<file path="config.mk">
export PLATFORM = sky130hd
export DESIGN_NAME = cps_sqrt
export DESIGN_NICKNAME = d
export VERILOG_FILES = /design/src/rtl/core/cps_pkg.sv /design/src/rtl/core/cps_sqrt.sv
export SDC_FILE = /design/constraint.sdc
export NUM_CORES = 2
export LEC_CHECK = 0
export BUFFER_PORTS_ARGS = -buffer_cell sky130_fd_sc_hd__buf_2
export CAP_MARGIN = 5
export CORE_MARGIN = 10
export CORE_UTILIZATION = 45
export CTS_CLUSTER_SIZE = 24
export DETAILED_ROUTE_END_ITERATION = 10
export PLACE_DENSITY = 0.7
export RECOVER_POWER = 25
export SYNTH_ARGS = -nofsm -noshare
export SYNTH_HDL_FRONTEND = slang
export SYNTH_MEMORY_MAX_BITS = 65536
export SYNTH_SLANG_ARGS = --single-unit
</file>
<file path="constraint.sdc">
create_clock -name i_clk -period 9.3 [get_ports i_clk]
set_input_delay 0.465 -clock i_clk [delete_from_list [all_inputs] [get_ports i_clk]]
set_output_delay 0.465 -clock i_clk [all_outputs]
set_load 0.02 [all_outputs]
</file>
<file path="src/rtl/core/cps_pkg.sv">
`timescale 1ns / 1ps
// ----------------------------------------------------------------------------
// cps_pkg
// Shared widths, codes and request types for the closest-point pipeline.
// ----------------------------------------------------------------------------
package cps_pkg;

    // Coordinate width; every internal width follows from it.
    localparam int COORD_WIDTH  = 32;
    localparam int DIFF_WIDTH   = COORD_WIDTH + 1;
    localparam int PROD_WIDTH   = 2 * DIFF_WIDTH;
    localparam int DOT_WIDTH    = PROD_WIDTH + 1;
    localparam int GAP_WIDTH    = COORD_WIDTH + 1;
    localparam int DIV_LATENCY  = DIFF_WIDTH + 1;
    localparam int SQRT_LATENCY = DIFF_WIDTH + 1;

    typedef enum logic [1:0] {
        KIND_POINT,
        KIND_VERT,
        KIND_HORZ,
        KIND_GENERAL
    } t_kind;

    typedef enum logic [1:0] {
        POS_BEGIN,
        POS_END,
        POS_MID,
        POS_DEGEN
    } t_pos;

    typedef struct packed {
        logic signed [COORD_WIDTH-1:0] start_x;
        logic signed [COORD_WIDTH-1:0] start_y;
        logic signed [COORD_WIDTH-1:0] end_x;
        logic signed [COORD_WIDTH-1:0] end_y;
        logic signed [COORD_WIDTH-1:0] query_x;
        logic signed [COORD_WIDTH-1:0] query_y;
    } t_cps_in;

    typedef struct packed {
        logic signed [COORD_WIDTH-1:0] near_x;
        logic signed [COORD_WIDTH-1:0] near_y;
        logic [GAP_WIDTH-1:0]          gap;
        t_kind                         segment_kind;
        t_pos                          position_code;
    } t_cps_out;

    // Side data that follows a request through the divider.
    typedef struct packed {
        t_cps_in pts;
        logic    neg_x;
        logic    neg_y;
        t_kind   kind;
        t_pos    pos;
    } t_side;

    // Side data that follows a request through the square root.
    typedef struct packed {
        logic signed [COORD_WIDTH-1:0] near_x;
        logic signed [COORD_WIDTH-1:0] near_y;
        t_kind                         kind;
        t_pos                          pos;
    } t_tail;

endpackage

</file>
<file path="src/rtl/core/cps_sqrt.sv">
`timescale 1ns / 1ps
// ----------------------------------------------------------------------------
// cps_sqrt
// Pipelined digit-by-digit square root, one root bit per stage, rounded to
// the nearest integer at the end.
// ----------------------------------------------------------------------------
module cps_sqrt (
    input  logic                           i_clk,
    input  logic                           i_en,
    input  logic [cps_pkg::PROD_WIDTH-1:0] i_sum,
    output logic [cps_pkg::GAP_WIDTH-1:0]  o_root
);
    import cps_pkg::*;

    localparam int REM_WIDTH = DIFF_WIDTH + 2;

    logic [PROD_WIDTH-1:0] r_sum  [DIFF_WIDTH];
    logic [DIFF_WIDTH-1:0] r_root [DIFF_WIDTH];
    logic [REM_WIDTH-1:0]  r_rem  [DIFF_WIDTH];
    logic [GAP_WIDTH-1:0]  r_out;

    // Each stage brings down two radicand bits and tries one root bit.
    for (genvar k = 0; k < DIFF_WIDTH; k++) begin : g_step
        logic [PROD_WIDTH-1:0] sum_in;
        logic [DIFF_WIDTH-1:0] root_in;
        logic [REM_WIDTH-1:0]  rem_in;
        logic [REM_WIDTH+1:0]  part;
        logic [REM_WIDTH+1:0]  trial;
        logic [REM_WIDTH-1:0]  n_rem;
        logic [DIFF_WIDTH-1:0] n_root;

        if (k == 0) begin : g_first
            assign sum_in  = i_sum;
            assign root_in = '0;
            assign rem_in  = '0;
        end else begin : g_next
            assign sum_in  = r_sum[k-1];
            assign root_in = r_root[k-1];
            assign rem_in  = r_rem[k-1];
        end

        always_comb begin
            part  = {rem_in, sum_in[PROD_WIDTH-1-2*k -: 2]};
            trial = {1'b0, root_in, 2'b01};
            if (part >= trial) begin
                n_rem  = REM_WIDTH'(part - trial);
                n_root = {root_in[DIFF_WIDTH-2:0], 1'b1};
            end else begin
                n_rem  = REM_WIDTH'(part);
                n_root = {root_in[DIFF_WIDTH-2:0], 1'b0};
            end
        end

        always_ff @(posedge i_clk) begin
            if (i_en) begin
                r_sum[k]  <= sum_in;
                r_root[k] <= n_root;
                r_rem[k]  <= n_rem;
            end
        end
    end

    // The remainder is sum - root^2; above root means nearer the next integer.
    always_ff @(posedge i_clk) begin
        if (i_en) begin
            r_out <= GAP_WIDTH'(r_root[DIFF_WIDTH-1])
                   + GAP_WIDTH'(r_rem[DIFF_WIDTH-1]
                                > {2'b00, r_root[DIFF_WIDTH-1]});
        end
    end

    assign o_root = r_out;

endmodule

</file>
==> impl_metrics.toml <==
[grt]
grt_pass1_vias = 78700
antenna_found_initial = 3
grt_pass1_wl_mm = 431
grt_max_degree = 177
overflow = 0
track_usage_pct = 17.1

[power]
power_leakage_nw = 54.8
power_switching_mw = 10.5
internal-power_mw = 25.8
netSwitchingFraction_pct = 28.9
power.total_mw = 36.2
peakVddDrop_mv = 0.187
clockPowerShare_pct = 32.2
comb_power_share_pct = 21.1
power.density_nw_per_um2 = 251
seqPwrFrac_pct = 46.8

[sta]
fin_tns_setup_ns = 0
fin_hold_ws_ns = 0.146
final-setup-viol-count = 0
hold_violations = 0
fin_ws_ns = 4.83
rsz0062_at_grt = "no"
fmax_mhz = 223
tightestPinTransition_ns = 1.20
fin_crit_ns = 4.47
skew_ns = 0.0567
slew_violations = 0
fin_crit_sh_pct = 48.1
relSlewSlack_pct = 19.7

[cts]
cts_buffers = 297
h-tree-depth = 5
cts_tree = "built"
cts_buffer_depth = 4
clk_latency_ns = 0.91
postCtsSetupRepairBufs = 0
path_clk_slew_ns = 0.06
cts_sinks = 2752
ctsRootBufferMaster = "clkbuf_16"

[critical_path]
cp.required_ns = 9.92
critPathKind = "reg2reg"
crit_family = "compound AO/OA/AOI/OAI gates"
arrival_ns = 5.10
worst-path-buf-inv = 1
cp.depth = 11
crit_chain = "ha_1 -> or2_2 -> o32ai_1 -> o211ai_1 -> a21o_1 -> a21oi_1 -> o31a_1 -> a21oi_1 -> nor3_2 -> buf_4 -> mux2_2"
rrSetupSlack_ns = 4.83
crit_fanout = 52
endpoint = "r_rem[0][1089]"
rr_endpoint = "r_rem[0][1089]"
start_kind = "flip-flop"
r2r_cells = 11
cp-end-kind = "flip-flop"
slowest_stage = "nor3_2"
worstSetupStartpoint = "r_rem[0][1052]"
max_stage_delay_ns = 0.51
timing.rr.start = "r_rem[0][1052]"
critical_path.most_common_cell = "a21oi_1"

[worst_hold_path]
hold_path_class = "in2reg"
hp-start = "i_en"

[finish]
final_util_pct = 50.7
final-instance-count-excl-fill = 14374
nNetsFinal = 11078
multi_input_area_um2 = 42900
syn_to_final_growth_pct = 12.0
num-fill-cells = 24093
seq_area_um2 = 82600
drive_above_1_share_pct = 7.05
stdcell_area_um2 = 144000

[routing]
wirelength_mm = 272
dr.pass1.iters = 6
drtAntennaViolNets = 0
drc = 0
routed_via_density = 5.46
vias = 78448
wl_per_cell_um = 18.9
drtIter0Drc = 6086

[placed_design]
dp_slack_ns = 4.85
gp_congestion = 0.916
port_buffers = 100
placed_cells = 13772
dp_hpwl_mm = 196
placedInstanceArea_um2 = 134000

[yosys]
synth_seq_cells = 2752
yosysWarnings = 0
syn_avg_cell_area_um2 = 12.9
synth_cell_type_count = 94
synth_area_um2 = 129000
synth_ff_type = "edfxtp_1"
synthCells = 10027
synthArstFlopShare_pct = 0
ys_seq_area_share_pct = 64.1
syn-num-nets = 10729
synth-edff-count = 2752

[floorplan]
dieArea_um2 = 308000
coreArea_um2 = 285000
row_count = 196
start_util_pct = 45.2
die_h_um = 555
die_w_um = 555
ios = 101

[job]
cap_viol_max_count = 0

[outcome]
status = "finished, final reports clean"
cells in the final DEF, fill, tap and decap left out, types with 42 or more instances in the layout:
master	instances
a211oi_1	55
nand3_1	186
dlygate4sd3_1	67
buf_2	92
clkbuf_16	300
xnor2_1	507
clkbuf_1	67
inv_1	765
or3_1	78
nor3_1	280
and3_1	52
o21bai_1	55
ha_1	634
nor2b_1	81
o21ai_0	511
nand3b_1	42
or2_2	53
a21oi_1	650
o211ai_1	51
a31oi_1	60
mux2_2	84
nand2_1	652
nand2b_1	118
o21a_1	113
nor4_1	133
nor2_1	673
a21o_1	237
o31ai_1	47
edfxtp_1	2752
or4_1	60
xor2_1	459
clkinv_1	54
nand4_1	97
power by group through the flow:
stage                     Sequential [mW]  Combinational (mW)  Clock, mW
after floorplan                      16.6                5.58          0
after global placement               17.2                7.41          0
after detailed placement             17.2                7.54          0
after CTS                            16.9                7.61       12.0
after global routing                 17.1                8.52       12.5
final                                16.9                7.64       11.7
sequential cells by signal, indices dropped and copies added, names as in the netlist:
register,count
r_sum,1056
o_root,33
r_rem,1102
r_root,561
per-layer routing:
metal  track usage [%]  part of all wire, %
met5                 0               0.0040
met3              2.35                  4.3
met2              30.4                   50
met1              21.4                   42
met4              5.83                  3.4
synth_stat cells, types with 48 or more instances:
library cell / count / area [µm²]
a31oi_1: 60 / 375
o211ai_1: 51 / 383
o21ai_0: 511 / 2560
o21a_1: 113 / 848
or3_1: 78 / 488
xor2_1: 459 / 4020
a21o_1: 237 / 1780
nand3_1: 186 / 931
nor2_1: 673 / 2530
nor2b_1: 82 / 513
and3_1: 52 / 325
a21oi_1: 651 / 3260
nand2b_1: 119 / 744
ha_1: 634 / 7930
mux2_2: 84 / 946
xnor2_1: 507 / 4440
nor3_1: 282 / 1410
a211oi_1: 55 / 413
clkbuf_1: 140 / 526
nand2_1: 652 / 2450
or4_1: 60 / 450
inv_1: 765 / 2870
edfxtp_1: 2752 / 82600
o21bai_1: 55 / 413
nand4_1: 97 / 607
nor4_1: 134 / 838
o31ai_1: 48 / 360
or2_2: 53 / 332
cells by family (layout without fill, tap and decap cells):
kind of cell | count (synthesis) | after routing | synth area share [%]
AO/OA/AOI/OAI | 2004 | 2004 | 9.55
XOR/XNOR | 966 | 966 | 6.56
adder cells (fa/ha/maj) | 634 | 634 | 6.15
buffers and inverters | 936 | 1518 | 2.73
flip-flops | 2752 | 2752 | 64.1
multiplexers | 94 | 94 | 0.811
other | 1 | 4 | 0.00291
AND/OR/NAND/NOR | 2640 | 2640 | 10.1
how the worst min path moves through the flow:
stage | endpoint | slack [ns] | cells past startpoint
after detailed placement | r_sum[0][1000] | 0.40 | 0
after CTS | r_sum[0][200] | 0.09 | 1
after global placement | r_sum[0][1786] | 0.40 | 0
after floorplan | r_sum[0][1000] | 0.40 | 0
final | r_sum[0][78] | 0.15 | 1
after global routing | r_sum[0][78] | 0.14 | 1
final cells by class:
class / instances / area share, %
clock inverters: 171 / 1.32
multi-input cells: 6339 / 29.7
well taps: 3762 / 3.26
clock buffers: 361 / 5.35
diodes: 3 / 0.00520
flip-flops and latches: 2752 / 57.2
repair buffers: 219 / 1.20
inverters: 767 / 1.99
what timing repair did:
item                                   4_1_cts  5_1_grt
resized for setup                            0        0
hold buffers                                67        0
endpoints found under the hold margin       67        0
Power figures use the tool's default switching activity.
